--- config.mk ---
export PLATFORM = sky130hd
export DESIGN_NAME = traffic_light_day_night_controller_unit_flat
export DESIGN_NICKNAME = d
export VERILOG_FILES = /design/src/design/tldn_pkg.sv /design/src/design/tldn_sample_if.sv /design/src/design/tldn_lamps_if.sv /design/src/design/tldn_cfg_if.sv /design/src/design/tldn_step.sv /design/src/design/traffic_light_day_night_controller_unit.sv /design/src/flat_wrapper.sv
export SDC_FILE = /design/constraint.sdc
export NUM_CORES = 1
export LEC_CHECK = 0
export ABC_AREA = 1
export BUFFER_PORTS_ARGS = -buffer_cell sky130_fd_sc_hd__buf_4
export CORE_MARGIN = 8
export CORE_UTILIZATION = 51
export CTS_CLUSTER_DIAMETER = 60
export DETAILED_ROUTE_END_ITERATION = 6
export GPL_ROUTABILITY_DRIVEN = 0
export HOLD_SLACK_MARGIN = 0.1
export PLACE_DENSITY = 0.68
export SYNTH_ARGS = -nofsm -noshare
export SYNTH_HDL_FRONTEND = slang
export SYNTH_SLANG_ARGS = --single-unit
--- constraint.sdc ---
create_clock -name clk -period 15.1 [get_ports clk]
set_clock_uncertainty 0.2 [all_clocks]
set_input_delay 2.265 -clock clk [delete_from_list [all_inputs] [get_ports clk]]
set_output_delay 2.265 -clock clk [all_outputs]
set_load 0.02 [all_outputs]
--- src/design/tldn_pkg.sv ---
// Shared types and constants for the day/night traffic light controller.
// Used by the configuration channel interface, the step logic and the top level.
// No dependencies.
`default_nettype none

package tldn_pkg;

    // Widths of the configuration port and the stored counters
    localparam int CFG_INDEX_W = 3;
    localparam int CFG_DATA_W  = 8;
    localparam int COUNT_W     = 9;
    localparam int PHASE_W     = 10;

    // Value of every configuration register after reset
    localparam logic [CFG_DATA_W-1:0] CFG_RESET = 8'd10;

    // Saturation point of the dark and bright run counters
    localparam logic [COUNT_W-1:0] COUNT_MAX = '1;

    // Register indexes on the configuration port
    typedef enum logic [CFG_INDEX_W-1:0] {
        REG_DARK_LIMIT   = 3'd0,
        REG_LIGHT_LIMIT  = 3'd1,
        REG_HOLD_TICKS   = 3'd2,
        REG_YELLOW_TICKS = 3'd3,
        REG_WALK_TICKS   = 3'd4,
        REG_FLASH_TICKS  = 3'd5
    } cfg_index_t;

    typedef struct packed {
        logic [CFG_DATA_W-1:0] dark_limit;
        logic [CFG_DATA_W-1:0] light_limit;
        logic [CFG_DATA_W-1:0] hold_ticks;
        logic [CFG_DATA_W-1:0] yellow_ticks;
        logic [CFG_DATA_W-1:0] walk_ticks;
        logic [CFG_DATA_W-1:0] flash_ticks;
    } cfg_t;

    typedef struct packed {
        logic car_g;
        logic car_y;
        logic car_r;
        logic walk_g;
        logic walk_r;
    } lamp_t;

    typedef struct packed {
        logic               night;
        logic               bright_flag;
        logic               walk_pending;
        logic [COUNT_W-1:0] dark_count;
        logic [COUNT_W-1:0] bright_count;
        logic [PHASE_W-1:0] phase_count;
        lamp_t              lamps;
    } ctrl_state_t;

    // State left by reset
    localparam ctrl_state_t STATE_RESET = '{
        night:        1'b0,
        bright_flag:  1'b1,
        walk_pending: 1'b0,
        dark_count:   '0,
        bright_count: '0,
        phase_count:  '0,
        lamps:        '{car_g: 1'b1, car_y: 1'b0, car_r: 1'b0, walk_g: 1'b1, walk_r: 1'b0}
    };

endpackage

`default_nettype wire

--- src/design/tldn_sample_if.sv ---
// Input channel: one sensor/button sample per transfer.
// No dependencies.
`default_nettype none

interface tldn_sample_if;
    logic valid;
    logic ready;
    logic sensor_dark;
    logic button_level;

    modport source (output valid, output sensor_dark, output button_level, input ready);
    modport sink   (input valid, input sensor_dark, input button_level, output ready);
endinterface

`default_nettype wire

--- src/design/tldn_lamps_if.sv ---
// Output channel: lamp pin levels and period after one tick.
// No dependencies.
`default_nettype none

interface tldn_lamps_if;
    logic valid;
    logic ready;
    logic car_green_pin;
    logic car_yellow_pin;
    logic car_red_pin;
    logic walker_green_pin;
    logic walker_red_pin;
    logic night_mode;

    modport source (
        output valid, output car_green_pin, output car_yellow_pin, output car_red_pin,
        output walker_green_pin, output walker_red_pin, output night_mode, input ready
    );
    modport sink (
        input valid, input car_green_pin, input car_yellow_pin, input car_red_pin,
        input walker_green_pin, input walker_red_pin, input night_mode, output ready
    );
endinterface

`default_nettype wire

--- src/design/tldn_cfg_if.sv ---
// Configuration write channel: register index and write data.
// Depends on tldn_pkg for the index and data widths.
`default_nettype none

interface tldn_cfg_if;
    import tldn_pkg::*;

    logic                   valid;
    logic                   ready;
    logic [CFG_INDEX_W-1:0] index;
    logic [CFG_DATA_W-1:0]  data;

    modport source (output valid, output index, output data, input ready);
    modport sink   (input valid, input index, input data, output ready);
endinterface

`default_nettype wire

--- src/design/tldn_step.sv ---
// Next-state logic for one tick: day walk sequencing, night blinking and
// the dark/bright run counters. Depends on tldn_pkg.
`default_nettype none

module tldn_step (
    input  tldn_pkg::ctrl_state_t cur,
    input  tldn_pkg::cfg_t        cfg,
    input  logic                  sensor_dark,
    input  logic                  button_level,
    output tldn_pkg::ctrl_state_t nxt
);
    import tldn_pkg::*;

    logic [PHASE_W-1:0] t1;
    logic [PHASE_W-1:0] t2;
    logic [PHASE_W-1:0] t3;
    logic [PHASE_W-1:0] t4;

    // Phase bounds of the walk cycle
    assign t1 = PHASE_W'(cfg.hold_ticks);
    assign t2 = t1 + PHASE_W'(cfg.yellow_ticks);
    assign t3 = t2 + PHASE_W'(cfg.walk_ticks);
    assign t4 = t3 + PHASE_W'(cfg.flash_ticks);

    always_comb
    begin
        ctrl_state_t        n;
        logic [COUNT_W-1:0] cnt;
        logic               pend;

        n    = cur;
        cnt  = '0;
        pend = 1'b0;

        if (!cur.night)
        begin
            // Track the dark run and drop the bright flag past the limit
            if (sensor_dark)
            begin
                cnt = cur.dark_count;
                if (cnt != COUNT_MAX)
                begin
                    cnt = cnt + COUNT_W'(1);
                end
                if (cnt > COUNT_W'(cfg.dark_limit))
                begin
                    n.bright_flag = 1'b0;
                end
            end
            n.dark_count = cnt;

            if (cur.lamps.car_g && !cur.walk_pending && !n.bright_flag)
            begin
                // Enter night: car yellow, walker green
                n.dark_count   = '0;
                n.night        = 1'b1;
                n.lamps        = '{car_g: 1'b0, car_y: 1'b1, car_r: 1'b0,
                                   walk_g: 1'b1, walk_r: 1'b0};
            end
            else
            begin
                pend = cur.walk_pending || (cur.lamps.car_g && button_level);
                n.walk_pending = pend;
                if (pend)
                begin
                    // Advance the walk cycle
                    if (cur.phase_count < t1)
                    begin
                        n.phase_count = cur.phase_count + PHASE_W'(1);
                    end
                    else if (cur.phase_count < t2)
                    begin
                        if (cur.phase_count == t1)
                        begin
                            n.lamps.car_g = 1'b0;
                            n.lamps.car_y = 1'b1;
                            n.lamps.car_r = 1'b0;
                        end
                        n.phase_count = cur.phase_count + PHASE_W'(1);
                    end
                    else if (cur.phase_count < t3)
                    begin
                        if (cur.phase_count == t2)
                        begin
                            n.lamps = '{car_g: 1'b0, car_y: 1'b0, car_r: 1'b1,
                                        walk_g: 1'b0, walk_r: 1'b1};
                        end
                        n.phase_count = cur.phase_count + PHASE_W'(1);
                    end
                    else if (cur.phase_count < t4)
                    begin
                        if (cur.phase_count == t3)
                        begin
                            n.lamps.walk_g = 1'b1;
                            n.lamps.walk_r = 1'b0;
                        end
                        else
                        begin
                            n.lamps.walk_r = !cur.lamps.walk_r;
                        end
                        n.phase_count = cur.phase_count + PHASE_W'(1);
                    end
                    else
                    begin
                        // End of walk: back to car green
                        n.lamps        = '{car_g: 1'b1, car_y: 1'b0, car_r: 1'b0,
                                           walk_g: 1'b1, walk_r: 1'b0};
                        n.phase_count  = '0;
                        n.walk_pending = 1'b0;
                    end
                end
            end
        end
        else
        begin
            // Night: count the bright run and leave night past the limit, else blink
            if (!sensor_dark)
            begin
                cnt = cur.bright_count;
                if (cnt != COUNT_MAX)
                begin
                    cnt = cnt + COUNT_W'(1);
                end
            end
            n.bright_count = cnt;
            if (!sensor_dark && cnt > COUNT_W'(cfg.light_limit))
            begin
                n.bright_count = '0;
                n.night        = 1'b0;
                n.bright_flag  = 1'b1;
                n.lamps        = '{car_g: 1'b1, car_y: 1'b0, car_r: 1'b0,
                                   walk_g: 1'b1, walk_r: 1'b0};
            end
            else
            begin
                n.lamps.walk_r = !cur.lamps.walk_r;
                n.lamps.car_y  = !cur.lamps.car_y;
            end
        end

        nxt = n;
    end

endmodule

`default_nettype wire

--- src/design/traffic_light_day_night_controller_unit.sv ---
// Top level of the day/night traffic light controller with pedestrian button.
// Depends on tldn_pkg, the three channel interfaces and tldn_step.
//
//   channel | direction | payload                                   | handshake
//   sample  | sink      | sensor_dark, button_level                 | valid/ready
//   lamps   | source    | car_green/yellow/red, walker_green/red,   | valid/ready
//           |           | night_mode pins                           |
//   cfg     | sink      | index (3 bits), data (8 bits)             | valid/ready
//
// One tick per cycle sustained while the result side is ready: a sample sits in
// the input register, and the step logic updates the controller state and the
// result register when the sample advances. A sample passes the input register
// and then the result register before its result can transfer.
// Reset (rst_n low, asynchronous) restores every configuration register to 10,
// car green and walker green lit, day period. A stalled result holds the input
// stage; configuration writes are taken every cycle.
`default_nettype none

module traffic_light_day_night_controller_unit (
    input  logic         clk,
    input  logic         rst_n,
    tldn_sample_if.sink  sample,
    tldn_lamps_if.source lamps,
    tldn_cfg_if.sink     cfg
);
    import tldn_pkg::*;

    cfg_t        cfg_reg;
    logic        in_valid_reg;
    logic        in_dark_reg;
    logic        in_button_reg;
    ctrl_state_t state_reg;
    ctrl_state_t state_next;
    logic        out_valid_reg;
    lamp_t       out_lamps_reg;
    logic        out_night_reg;
    logic        advance;

    // Configuration registers
    assign cfg.ready = 1'b1;

    always_ff @(posedge clk or negedge rst_n)
    begin
        if (!rst_n)
        begin
            cfg_reg <= '{CFG_RESET, CFG_RESET, CFG_RESET, CFG_RESET, CFG_RESET, CFG_RESET};
        end
        else if (cfg.valid)
        begin
            case (cfg.index)
                REG_DARK_LIMIT:   cfg_reg.dark_limit   <= cfg.data;
                REG_LIGHT_LIMIT:  cfg_reg.light_limit  <= cfg.data;
                REG_HOLD_TICKS:   cfg_reg.hold_ticks   <= cfg.data;
                REG_YELLOW_TICKS: cfg_reg.yellow_ticks <= cfg.data;
                REG_WALK_TICKS:   cfg_reg.walk_ticks   <= cfg.data;
                REG_FLASH_TICKS:  cfg_reg.flash_ticks  <= cfg.data;
                default:          ;
            endcase
        end
    end

    // Move a held sample into the result stage when that stage is free
    assign advance      = in_valid_reg && (!out_valid_reg || lamps.ready);
    assign sample.ready = !in_valid_reg || advance;

    // Input register
    always_ff @(posedge clk or negedge rst_n)
    begin
        if (!rst_n)
        begin
            in_valid_reg <= 1'b0;
        end
        else if (sample.ready)
        begin
            in_valid_reg <= sample.valid;
        end
    end

    always_ff @(posedge clk)
    begin
        if (sample.valid && sample.ready)
        begin
            in_dark_reg   <= sample.sensor_dark;
            in_button_reg <= sample.button_level;
        end
    end

    tldn_step u_step (
        .cur          (state_reg),
        .cfg          (cfg_reg),
        .sensor_dark  (in_dark_reg),
        .button_level (in_button_reg),
        .nxt          (state_next)
    );

    // Controller state and result valid
    always_ff @(posedge clk or negedge rst_n)
    begin
        if (!rst_n)
        begin
            state_reg     <= STATE_RESET;
            out_valid_reg <= 1'b0;
        end
        else if (advance)
        begin
            state_reg     <= state_next;
            out_valid_reg <= 1'b1;
        end
        else if (lamps.ready)
        begin
            out_valid_reg <= 1'b0;
        end
    end

    // Result payload
    always_ff @(posedge clk)
    begin
        if (advance)
        begin
            out_lamps_reg <= state_next.lamps;
            out_night_reg <= state_next.night;
        end
    end

    assign lamps.valid            = out_valid_reg;
    assign lamps.car_green_pin    = out_lamps_reg.car_g;
    assign lamps.car_yellow_pin   = out_lamps_reg.car_y;
    assign lamps.car_red_pin      = out_lamps_reg.car_r;
    assign lamps.walker_green_pin = out_lamps_reg.walk_g;
    assign lamps.walker_red_pin   = out_lamps_reg.walk_r;
    assign lamps.night_mode       = out_night_reg;

    // No walk runs at night
    assert property (@(posedge clk) disable iff (!rst_n)
        state_reg.night |-> !state_reg.walk_pending)
        else $error("walk pending during night period");

    // The phase counter rests at zero outside a walk
    assert property (@(posedge clk) disable iff (!rst_n)
        !state_reg.walk_pending |-> (state_reg.phase_count == '0))
        else $error("phase counter nonzero with no walk pending");

    // By day exactly one car lamp is lit
    assert property (@(posedge clk) disable iff (!rst_n)
        !state_reg.night |->
            $onehot({state_reg.lamps.car_g, state_reg.lamps.car_y, state_reg.lamps.car_r}))
        else $error("car lamps not one-hot by day");

    // A result is only loaded from a held sample
    assert property (@(posedge clk) disable iff (!rst_n)
        $rose(out_valid_reg) |-> $past(in_valid_reg))
        else $error("result produced without a sample");

endmodule

`default_nettype wire

--- src/flat_wrapper.sv ---
// flat-port wrapper written by rule: the top's interface ports become plain ports
module traffic_light_day_night_controller_unit_flat import tldn_pkg::*;
  (clk, rst_n, sample_valid, sample_sensor_dark, sample_button_level, sample_ready, lamps_valid, lamps_car_green_pin, lamps_car_yellow_pin, lamps_car_red_pin, lamps_walker_green_pin, lamps_walker_red_pin, lamps_night_mode, lamps_ready, cfg_valid, cfg_index, cfg_data, cfg_ready);
  tldn_sample_if sample_i ();
  tldn_lamps_if lamps_i ();
  tldn_cfg_if cfg_i ();
  input  logic clk;
  input  logic rst_n;
  input wire logic [$bits(sample_i.valid)-1:0] sample_valid;
  input wire logic [$bits(sample_i.sensor_dark)-1:0] sample_sensor_dark;
  input wire logic [$bits(sample_i.button_level)-1:0] sample_button_level;
  output wire logic [$bits(sample_i.ready)-1:0] sample_ready;
  output wire logic [$bits(lamps_i.valid)-1:0] lamps_valid;
  output wire logic [$bits(lamps_i.car_green_pin)-1:0] lamps_car_green_pin;
  output wire logic [$bits(lamps_i.car_yellow_pin)-1:0] lamps_car_yellow_pin;
  output wire logic [$bits(lamps_i.car_red_pin)-1:0] lamps_car_red_pin;
  output wire logic [$bits(lamps_i.walker_green_pin)-1:0] lamps_walker_green_pin;
  output wire logic [$bits(lamps_i.walker_red_pin)-1:0] lamps_walker_red_pin;
  output wire logic [$bits(lamps_i.night_mode)-1:0] lamps_night_mode;
  input wire logic [$bits(lamps_i.ready)-1:0] lamps_ready;
  input wire logic [$bits(cfg_i.valid)-1:0] cfg_valid;
  input wire logic [$bits(cfg_i.index)-1:0] cfg_index;
  input wire logic [$bits(cfg_i.data)-1:0] cfg_data;
  output wire logic [$bits(cfg_i.ready)-1:0] cfg_ready;
  assign sample_i.valid = sample_valid;
  assign sample_i.sensor_dark = sample_sensor_dark;
  assign sample_i.button_level = sample_button_level;
  assign sample_ready = sample_i.ready;
  assign lamps_valid = lamps_i.valid;
  assign lamps_car_green_pin = lamps_i.car_green_pin;
  assign lamps_car_yellow_pin = lamps_i.car_yellow_pin;
  assign lamps_car_red_pin = lamps_i.car_red_pin;
  assign lamps_walker_green_pin = lamps_i.walker_green_pin;
  assign lamps_walker_red_pin = lamps_i.walker_red_pin;
  assign lamps_night_mode = lamps_i.night_mode;
  assign lamps_i.ready = lamps_ready;
  assign cfg_i.valid = cfg_valid;
  assign cfg_i.index = cfg_index;
  assign cfg_i.data = cfg_data;
  assign cfg_ready = cfg_i.ready;
  traffic_light_day_night_controller_unit u_core (.clk(clk), .rst_n(rst_n), .sample(sample_i), .lamps(lamps_i), .cfg(cfg_i));
endmodule
==> metrics.cfg, run 1 <==
[outcome]
outcome = finished, final reports clean

[layout]
final_util_pct = 57.5
largest_reg_flops = 48
finalNetCount = 977
area_growth_pct = 9.73
fin_cells = 1054
antennaDiodeCount = 0
final_common_cell = nand2_1
drive_gt1_share_pct = 8.96
mostFrequentLayoutCells = 213 x nand2_1, 123 x inv_1, 79 x ha_1, 77 x o21ai_0, 71 x dfrtp_1
nFillCells = 1157

[drt]
num_vias = 5540
drc_errors = 0
postRouteAntennaNets = 0
wl_microns = 15400
vias_per_cell = 5.26
wl_per_cell_microns = 14.6
drt_iter0_drc = 338
dr.pass1.iters = 4

[synth]
syn_area_sq_um = 6650
netlist.area_leader.share_pct = 26.7
seq_area_frac_synth_pct = 36.3
synth_area_leader_cell = dfrtp_1
syn-instance-count = 852
netlist_top_cells_area = dfrtp_1 27%, ha_1 15%, nand2_1 12%, inv_1 6.9%, dfstp_2 5.9%
syn_nets = 952
yosysWarnings = 0
synth_area_per_cell_sq_um = 7.80
ys.flop_type = dfrtp_1
async_flop_share_pct = 91.5
synth-edff-count = 8
ys_types = 46
ys_ff_latch = 94

[floorplan]
coreArea_sq_um = 12700
fp.dieH_microns = 130
die_area_sq_um = 16900
rows = 41
die_w_microns = 130
start_util_pct = 52.4
io_pins = 27

[timing]
hold_viol = 0
report.final.slew_viol_count = 0
fmax_mhz = 176
rsz0062_at_grt = no
fin_crit_sh_pct = 37.6
setup_tns_ns = 0
hold_ws_ns = 0.288
setup_violations = 0
slew_headroom_pct = 47.3
worst_pin_slew_ns = 0.788
fin_crit_ns = 5.68

[critical_path]
rrSetupSlack_ns = 9.42
start_kind = flop
arrival_ns = 5.78
end_kind = flop
crit_top_cell = nand2_1
cpPeakStageDelay_ns = 0.53
path_class = reg -> reg
cp_slowest_cell = o311ai_0
crit_fanout = 4
critPathRequiredTime_ns = 15.20

[clocking]
cts_resized = 0
numCtsBuffers = 9
postCtsSetupRepairBufs = 0
clk_latency_ns = 0.36
cts_buffer_depth = 2
cts_max_level = 3
cts_tree = yes
cts_root_buffer = clkbuf_16
clk_pin_slew_ns = 0.07
cts.sinks = 94
cts_hold_buf = 0

[power]
ir_drop_uv = 89.9
p_per_area_nw_per_um2 = 179
power.leakage_nw = 3.92
total_power_mw = 1.30

[global_routing]
grt_max_degree = 58
grt_overflow = 0
grt_pass1_wl_microns = 26300
grt_antenna_before_repair = 0
track_usage_pct = 19.6
grt_pass1_vias = 5628

[placed_design]
dp_hpwl_microns = 11800
placed_cells = 1038
numPortBuffers = 25

[job]
drv_cap = 0

[min_path]
hold_path.class = reg -> reg

-- metrics by stage --
| stage | worst slack, ns | instance area (sq um) |
|---|---|---|
| final | 9.42 | 7290 |
| after global routing | 8.92 | 7290 |
| after CTS | 9.44 | 7290 |
| after detailed placement | 9.49 | 6980 |
| after global placement | 9.70 | 6980 |
| after floorplan | 10.05 | 6650 |
-- final timing paths --
| kind | start | end | depth (start not counted) |
|---|---|---|---|
| max reg2reg | u_core.cfg_reg[24]$_DFFE_PN0P_ | u_core.state_reg[4]$_DFFE_PN1P_ | 31 |
| min | u_core.state_reg[4]$_DFFE_PN1P_ | u_core.state_reg[4]$_DFFE_PN1P_ | 2 |
| max in group asynchronous | rst_n | u_core.cfg_reg[37]$_DFFE_PN0P_ | 2 |
| min reg2reg | u_core.state_reg[4]$_DFFE_PN1P_ | u_core.state_reg[4]$_DFFE_PN1P_ | 2 |
| max | u_core.cfg_reg[24]$_DFFE_PN0P_ | u_core.state_reg[4]$_DFFE_PN1P_ | 31 |
| min in group asynchronous | rst_n | u_core.cfg_reg[5]$_DFFE_PN0P_ | 1 |
-- worst max-delay path, delay by kind of cell, from the launching register on --
kind            cells  cell delay (ns)
fa+ha+maj           5             1.54
compound gates      7             1.36
simple gates       12             1.25
xor+xnor            3             0.51
flops               1             0.41
buf+inv             4             0.35
-- layout make-up --
type / instances / area [sq um] / area share (%)
flip-flops and latches: 94 / 2410 / 33.1
inverters: 129 / 484 / 6.64
clock buffers: 11 / 253 / 3.47
multi-input cells: 617 / 3680 / 50.4
clock inverters: 5 / 55.1 / 0.755
well taps: 172 / 215 / 2.95
repair buffers: 26 / 195 / 2.68
-- cell families (layout without fill, tap and decap cells) --
logic type      count (synthesis)  after routing  share of synthesized area, %
compound gates                151            151                          12.5
fa+ha+maj                      82             82                          15.8
flops                          94             94                          36.3
other cells                     1              1                        0.0564
xor+xnor                       35             35                          4.61
simple gates                  348            348                          22.4
buf+inv                       141            171                          8.36
-- power breakdown --
part	internal [mW]	switching (mW)	leakage, nW
registers	0.318	0.0458	1.15
clock network	0.137	0.100	0.151
logic	0.271	0.430	2.62
-- cells in the mapped netlist, types with 2 or more instances --
cell type,n
edfxtp_1,8
inv_2,6
o22ai_1,2
nand4_1,5
nor4_1,2
dfstp_2,15
dfrtp_1,71
o31ai_1,2
o21bai_1,11
xnor2_1,8
nand3_1,54
nor3_2,2
nand2_2,4
xor2_1,27
ha_1,79
clkbuf_1,7
nand2_4,2
nor3_1,8
and3_1,2
or2_2,2
nor2_1,46
fa_1,3
nand2_1,213
buf_4,2
nor2_2,3
a31oi_1,3
o21ai_1,2
a21oi_1,43
inv_1,123
o311ai_0,2
o21ai_0,77
a21o_1,4
-- per-layer routing --
metal  up-vias  part of all wire [%]  track usage, %
li1       2831                     -               -
met3        14                   3.9            3.79
met5         -                     0               0
met4         0                   1.4            5.12
met2       102                    46            32.2
met1      2593                    49            26.0
No activity file was read; power rests on OpenSTA's default activity.
==> inputs of run 2 (changes only) <==
--- a/config.mk
+++ b/config.mk
@@ -13,7 +13,7 @@
 export DETAILED_ROUTE_END_ITERATION = 6
 export GPL_ROUTABILITY_DRIVEN = 0
 export HOLD_SLACK_MARGIN = 0.1
-export PLACE_DENSITY = 0.68
+export PLACE_DENSITY = 0.7
 export SYNTH_ARGS = -nofsm -noshare
 export SYNTH_HDL_FRONTEND = slang
 export SYNTH_SLANG_ARGS = --single-unit
==> constraint.sdc (replaced) <==
create_clock -name clk -period 5.15 [get_ports clk]
set_clock_uncertainty 0.2 [all_clocks]
set_input_delay 0.7725 -clock clk [delete_from_list [all_inputs] [get_ports clk]]
set_output_delay 0.7725 -clock clk [all_outputs]
set_load 0.02 [all_outputs]
==> metrics.cfg, run 2 (same netlist as run 1, synthesis figures left out) <==
[drt]
num_vias = 5692  ; +2.7%
dr.pass1.iters = 5  ; +1
vias_per_cell = 5.23  ; -0.56%
wl_per_cell_microns = 14.4  ; -1.2%
drc_errors = 0  ; unchanged
wl_microns = 15700  ; +2.1%
postRouteAntennaNets = 0  ; unchanged
drt_iter0_drc = 418  ; +24%

[timing]
setup_tns_ns = 0  ; unchanged
hold_viol = 0  ; unchanged
fin_crit_sh_pct = 99.6  ; +62 points
fin_ws_ns = 0.0205  ; -9.40 ns
setup_violations = 0  ; unchanged
rsz0062_at_grt = yes
worst_pin_slew_ns = 0.787  ; -0.000979 ns
slew_headroom_pct = 47.4  ; +0.066 points
fmax_mhz = 195  ; +11%
report.final.slew_viol_count = 0  ; unchanged
fin_crit_ns = 5.13  ; -0.546 ns

[global_routing]
grt_pass1_vias = 5238  ; -6.9%
track_usage_pct = 19.2  ; -0.46 points
grt_overflow = 0  ; unchanged
grt_antenna_before_repair = 0  ; unchanged
grt_pass1_wl_microns = 25600  ; -2.7%
grt_max_degree = 51  ; -12%

[job]
drv_cap = 0  ; unchanged

[clocking]
cts_root_buffer = clkbuf_16
numCtsBuffers = 9  ; unchanged
cts.sinks = 94  ; unchanged
cts_tree = yes
clk_pin_slew_ns = 0.08  ; about the same
clk_latency_ns = 0.36  ; about the same
cts_max_level = 3  ; unchanged
cts_hold_buf = 0  ; unchanged
cts_buffer_depth = 2  ; unchanged

[layout]
nFillCells = 1160  ; +0.26%
final_common_cell = nand2_1
drive_gt1_share_pct = 17.1  ; +8.2 points
finalNetCount = 1012  ; +3.6%
area_growth_pct = 17.9
antennaDiodeCount = 0  ; unchanged
final_util_pct = 61.8  ; +4.3 points
mostFrequentLayoutCells = 209 x nand2_1, 118 x inv_1, 75 x o21ai_0, 72 x ha_1, 71 x dfrtp_1
largest_reg_flops = 48  ; unchanged

[outcome]
outcome = finished, final reports clean

[power]
total_power_mw = 4.56  ; +250%
power.leakage_nw = 4.16  ; +6.0%
p_per_area_nw_per_um2 = 582  ; +230%
ir_drop_uv = 355  ; +290%

[critical_path]
path_class = reg -> reg
crit_top_cell = nand2_1
cpPeakStageDelay_ns = 0.42  ; -0.11 ns
crit_fanout = 4  ; unchanged
rrSetupSlack_ns = 0.02  ; -9.40 ns
reg2reg_depth = 31  ; unchanged
end_kind = flop
cp_slowest_cell = fa_2
crit-reg2reg-capture = u_core.state_reg[4]$_DFFE_PN1P_
crit_family = adder cells
start_kind = flop
critPathRequiredTime_ns = 5.25  ; -9.95 ns
cp_num_buf_inv = 3  ; -1
arrival_ns = 5.23  ; -0.55 ns
reg2reg_from = u_core.cfg_reg[16]$_DFFE_PN0P_

[floorplan]
fp.dieH_microns = 130  ; unchanged
die_area_sq_um = 16900  ; unchanged
rows = 41  ; unchanged
io_pins = 27  ; unchanged
coreArea_sq_um = 12700  ; unchanged
die_w_microns = 130  ; unchanged
start_util_pct = 52.4  ; unchanged

[placed_design]
pre_cts_slack_ns = -0.271  ; -9.77 ns
numPortBuffers = 25  ; unchanged
dp_hpwl_microns = 11400  ; -3.8%

[min_path]
hold_path.class = in -> async

[run 2: cell count changes in the layout (fill, tap and decap cells not counted), moves of 5 or more]
cell | before | now
buf_4 | 26 | 59
ha_1 | 79 | 72
ha_4 | 0 | 6
a21oi_1 | 43 | 38
inv_1 | 123 | 118
[run 2: how the worst max path moves through the flow]
stage | from | to | slack [ns] | depth (start not counted)
6_report | u_core.cfg_reg[16]$_DFFE_PN0P_ | u_core.state_reg[4]$_DFFE_PN1P_ | 0.02 | 31
5_1_grt | u_core.cfg_reg[24]$_DFFE_PN0P_ | u_core.state_reg[0]$_DFFE_PN0P_ | -0.29 | 29
4_1_cts | u_core.cfg_reg[16]$_DFFE_PN0P_ | u_core.state_reg[7]$_DFFE_PN0P_ | -0.002 | 29
3_5_place_dp | u_core.cfg_reg[16]$_DFFE_PN0P_ | u_core.state_reg[4]$_DFFE_PN1P_ | -0.27 | 31
3_3_place_gp | u_core.cfg_reg[16]$_DFFE_PN0P_ | u_core.lamps.car_red_pin$_DFFE_PP_ | -0.05 | 28
2_1_floorplan | u_core.cfg_reg[24]$_DFFE_PN0P_ | u_core.lamps.car_red_pin$_DFFE_PP_ | 0.10 | 25
[run 2: final cells by class]
class | count | area [sq um] | area share (%)
Clock buffer | 11 | 243 | 3.10
Clock inverter | 5 | 56.3 | 0.719
Inverter | 129 | 487 | 6.21
Multi-Input combinational cell | 618 | 3970 | 50.7
Sequential cell | 94 | 2410 | 30.8
Tap cell | 172 | 215 | 2.75
Timing Repair Buffer | 60 | 454 | 5.80
[run 2: metrics by stage]
| step | instance area [sq um] | hold slack, ns | instances |
|---|---|---|---|
| 2_1_floorplan | 6650 | 0.249 | 852 |
| 3_3_place_gp | 7200 | 0.268 | 1067 |
| 3_5_place_dp | 7200 | 0.273 | 1067 |
| 4_1_cts | 7530 | 0.202 | 1084 |
| 5_1_grt | 7840 | 0.231 | 1089 |
| 6_report | 7840 | 0.187 | 1089 |
[run 2: routing by layer]
metal / vias up / GRT usage (%) / share of wire [%]
li1: 2901 / - / -
met5: - / 0 / 0
met4: 0 / 5.87 / 1.3
met1: 2676 / 26.9 / 49
met3: 18 / 3.18 / 4.1
met2: 97 / 29.6 / 45
[run 2: report_power, final]
part	switching, mW	internal (mW)	total (mW)
combinational	1.55	1.25	2.80
clock	0.305	0.391	0.695
sequential	0.135	0.933	1.07
total	1.99	2.57	4.56
[run 2: what timing repair did]
item / CTS / global route
pin swaps: 5 / 39
gates resized for setup: 9 / 50
cloned: 0 / 1
endpoints found under the setup margin: 20 / 21
setup buffers: 1 / 4
==> inputs of run 3 (changes only) <==
--- a/config.mk
+++ b/config.mk
@@ -8,12 +8,12 @@
 export ABC_AREA = 1
 export BUFFER_PORTS_ARGS = -buffer_cell sky130_fd_sc_hd__buf_4
 export CORE_MARGIN = 8
-export CORE_UTILIZATION = 51
+export CORE_UTILIZATION = 40
 export CTS_CLUSTER_DIAMETER = 60
 export DETAILED_ROUTE_END_ITERATION = 6
 export GPL_ROUTABILITY_DRIVEN = 0
 export HOLD_SLACK_MARGIN = 0.1
-export PLACE_DENSITY = 0.7
+export SETUP_SLACK_MARGIN = 0.15
 export SYNTH_ARGS = -nofsm -noshare
 export SYNTH_HDL_FRONTEND = slang
 export SYNTH_SLANG_ARGS = --single-unit
==> metrics.cfg, run 3 (same netlist as run 1, synthesis figures left out) <==
[clocking]
cts.sinks = 94  ; unchanged
clk_pin_slew_ns = 0.07  ; about the same
numCtsBuffers = 9  ; unchanged
cts_root_buffer = clkbuf_16
clk_latency_ns = 0.35  ; about the same
cts_buffer_depth = 2  ; unchanged
cts_max_level = 3  ; unchanged
cts_tree = yes

[timing]
worst_pin_slew_ns = 0.783  ; -0.00345 ns
hold_viol = 0  ; unchanged
fmax_mhz = 197  ; +0.96%
slew_headroom_pct = 47.6  ; +0.23 points
fin_crit_sh_pct = 98.7  ; -0.94 points
report.final.slew_viol_count = 0  ; unchanged
rsz0062_at_grt = yes
fin_crit_ns = 5.08  ; -0.0486 ns
setup_violations = 0  ; unchanged

[power]
p_per_area_nw_per_um2 = 578  ; -0.72%
clock_power_share_pct = 16.3  ; +1.1 points
power.internal_mw = 2.65  ; +3.1%
p_seq_share_pct = 23.3  ; about the same
p_sw_mw = 1.96  ; -1.4%
sw_frac_of_total_pct = 42.5  ; -1.1 points
power_frac_comb_pct = 60.3  ; -1.0 points
ir_drop_uv = 303  ; -15%
power.leakage_nw = 4.21  ; +1.1%

[layout]
largest_reg_flops = 48  ; unchanged
mostFrequentLayoutCells = 207 x nand2_1, 119 x inv_1, 72 x o21ai_0, 72 x ha_1, 71 x dfrtp_1
drive_gt1_share_pct = 18.1  ; +0.99 points
antennaDiodeCount = 0  ; unchanged
fin_cells = 1142  ; +4.9%
nFillCells = 1624  ; +40%
final_common_cell = nand2_1
area_growth_pct = 20.2
fin_area_sq_um = 7990  ; +1.9%
finalNetCount = 1017  ; +0.49%

[drt]
wl_per_cell_microns = 14.5  ; +0.55%
dr.pass1.iters = 7  ; +2
drc_errors = 0  ; unchanged
wl_microns = 16600  ; +5.4%
drt_iter0_drc = 368  ; -12%
num_vias = 5592  ; -1.8%
vias_per_cell = 4.90  ; -6.3%
postRouteAntennaNets = 0  ; unchanged

[critical_path]
reg2reg_from = u_core.cfg_reg[24]$_DFFE_PN0P_
cp_slowest_cell = dfrtp_1
crit_fanout = 4  ; unchanged
crit-reg2reg-capture = u_core.lamps.car_red_pin$_DFFE_PP_
cpPeakStageDelay_ns = 0.39  ; -0.03 ns
path_class = reg -> reg
reg2reg_depth = 30  ; -3.2%
critPathRequiredTime_ns = 5.05  ; -0.20 ns
start_kind = flop
rrSetupSlack_ns = 0.07  ; +0.05 ns
arrival_ns = 4.98  ; -0.25 ns
end_kind = flop

[global_routing]
grt_overflow = 0  ; unchanged
grt_antenna_before_repair = 0  ; unchanged
grt_max_degree = 54  ; +5.9%
track_usage_pct = 16.4  ; -2.8 points
grt_pass1_vias = 5366  ; +2.4%
grt_pass1_wl_microns = 26900  ; +5.3%

[job]
drv_cap = 0  ; unchanged

[floorplan]
coreArea_sq_um = 16400  ; +29%
io_pins = 27  ; unchanged
rows = 47  ; +15%
die_w_microns = 145  ; +11%
start_util_pct = 40.5  ; -12 points
fp.dieH_microns = 145  ; +11%
die_area_sq_um = 21000  ; +24%

[outcome]
outcome = finished, final reports clean

[placed_design]
placed_cell_area_sq_um = 7210  ; +0.10%
placed_cells = 1108  ; +3.8%
numPortBuffers = 25  ; unchanged
dp_hpwl_microns = 12200  ; +6.9%

[min_path]
hold_path.class = in -> async

-- run 3: cell types whose count changed in the layout (fill, tap and decap cells not counted), sizes merged --
cell / change
clkinv: -2
buf: +6
nor2: -1
bufinv: +1
clkbuf: +1
-- run 3: final cells by class --
type                       count  area, sq um  share of cell area, %
clock inverter                 4         77.6                  0.971
multi-input combinational    617         3970                   49.7
tap                          220          275                   3.45
timing repair buffer          66          508                   6.36
clock buffer                  12          256                   3.21
sequential                    94         2410                   30.2
inverter                     129          489                   6.13
-- run 3: per-stage QoR --
stage / worst slack (ns) / power (mW) / hold slack, ns / TNS [ns] / util (%)
5_1_grt: -0.254 / 5.04 / 0.307 / -3.43 / 48.7
3_3_place_gp: 0.0246 / 3.31 / 0.268 / 0 / 43.9
6_report: 0.0691 / 4.62 / 0.271 / 0 / 48.7
4_1_cts: 0.156 / 4.27 / 0.288 / 0 / 46.9
2_1_floorplan: 0.214 / 2.64 / 0.249 / 0 / -
3_5_place_dp: -0.150 / 3.36 / 0.267 / -1.65 / 43.9
-- run 3: layer usage --
layer | wire, microns | vias to the layer above | track usage (%)
li1 | - | 2906 | -
met1 | 8400 | 2603 | 23.0
met2 | 7480 | 66 | 25.5
met3 | 448 | 17 | 2.53
met4 | 235 | 0 | 4.82
met5 | 0 | - | 0
-- run 3: worst max path at each step --
| stage | startpoint | endpoint | slack [ns] |
|---|---|---|---|
| 2_1_floorplan | u_core.cfg_reg[24]$_DFFE_PN0P_ | u_core.lamps.car_red_pin$_DFFE_PP_ | 0.21 |
| 3_3_place_gp | u_core.cfg_reg[16]$_DFFE_PN0P_ | u_core.lamps.car_red_pin$_DFFE_PP_ | 0.02 |
| 3_5_place_dp | u_core.cfg_reg[16]$_DFFE_PN0P_ | u_core.state_reg[4]$_DFFE_PN1P_ | -0.15 |
| 4_1_cts | u_core.cfg_reg[16]$_DFFE_PN0P_ | u_core.lamps.car_red_pin$_DFFE_PP_ | 0.16 |
| 5_1_grt | u_core.cfg_reg[26]$_DFFE_PN0P_ | u_core.state_reg[0]$_DFFE_PN0P_ | -0.25 |
| 6_report | u_core.cfg_reg[24]$_DFFE_PN0P_ | u_core.lamps.car_red_pin$_DFFE_PP_ | 0.07 |
-- run 3: power by group through the flow --
stage	sequential (mW)	combinational, mW	clock, mW
3_3_place_gp	1.08	2.23	0
6_report	1.08	2.79	0.753
4_1_cts	1.07	2.43	0.768
5_1_grt	1.10	3.15	0.795
3_5_place_dp	1.08	2.28	0
2_1_floorplan	1.05	1.59	0
-- run 3: timing repair --
action / in CTS / in global routing
endpoints found under the setup margin: 21 / 21
hold buffers: 0 / 0
setup buffers: 5 / 13
gates resized for setup: 22 / 40
pin swaps: 17 / 39
-- run 3: worst max-delay path, delay by kind of cell, from the launching register on --
kind	cells	cell delay, ns
adder cells (fa/ha/maj)	5	1.44
AO/OA/AOI/OAI	8	1.02
AND/OR/NAND/NOR	9	0.80
buffers and inverters	5	0.51
XOR/XNOR	3	0.48
flip-flops	1	0.39
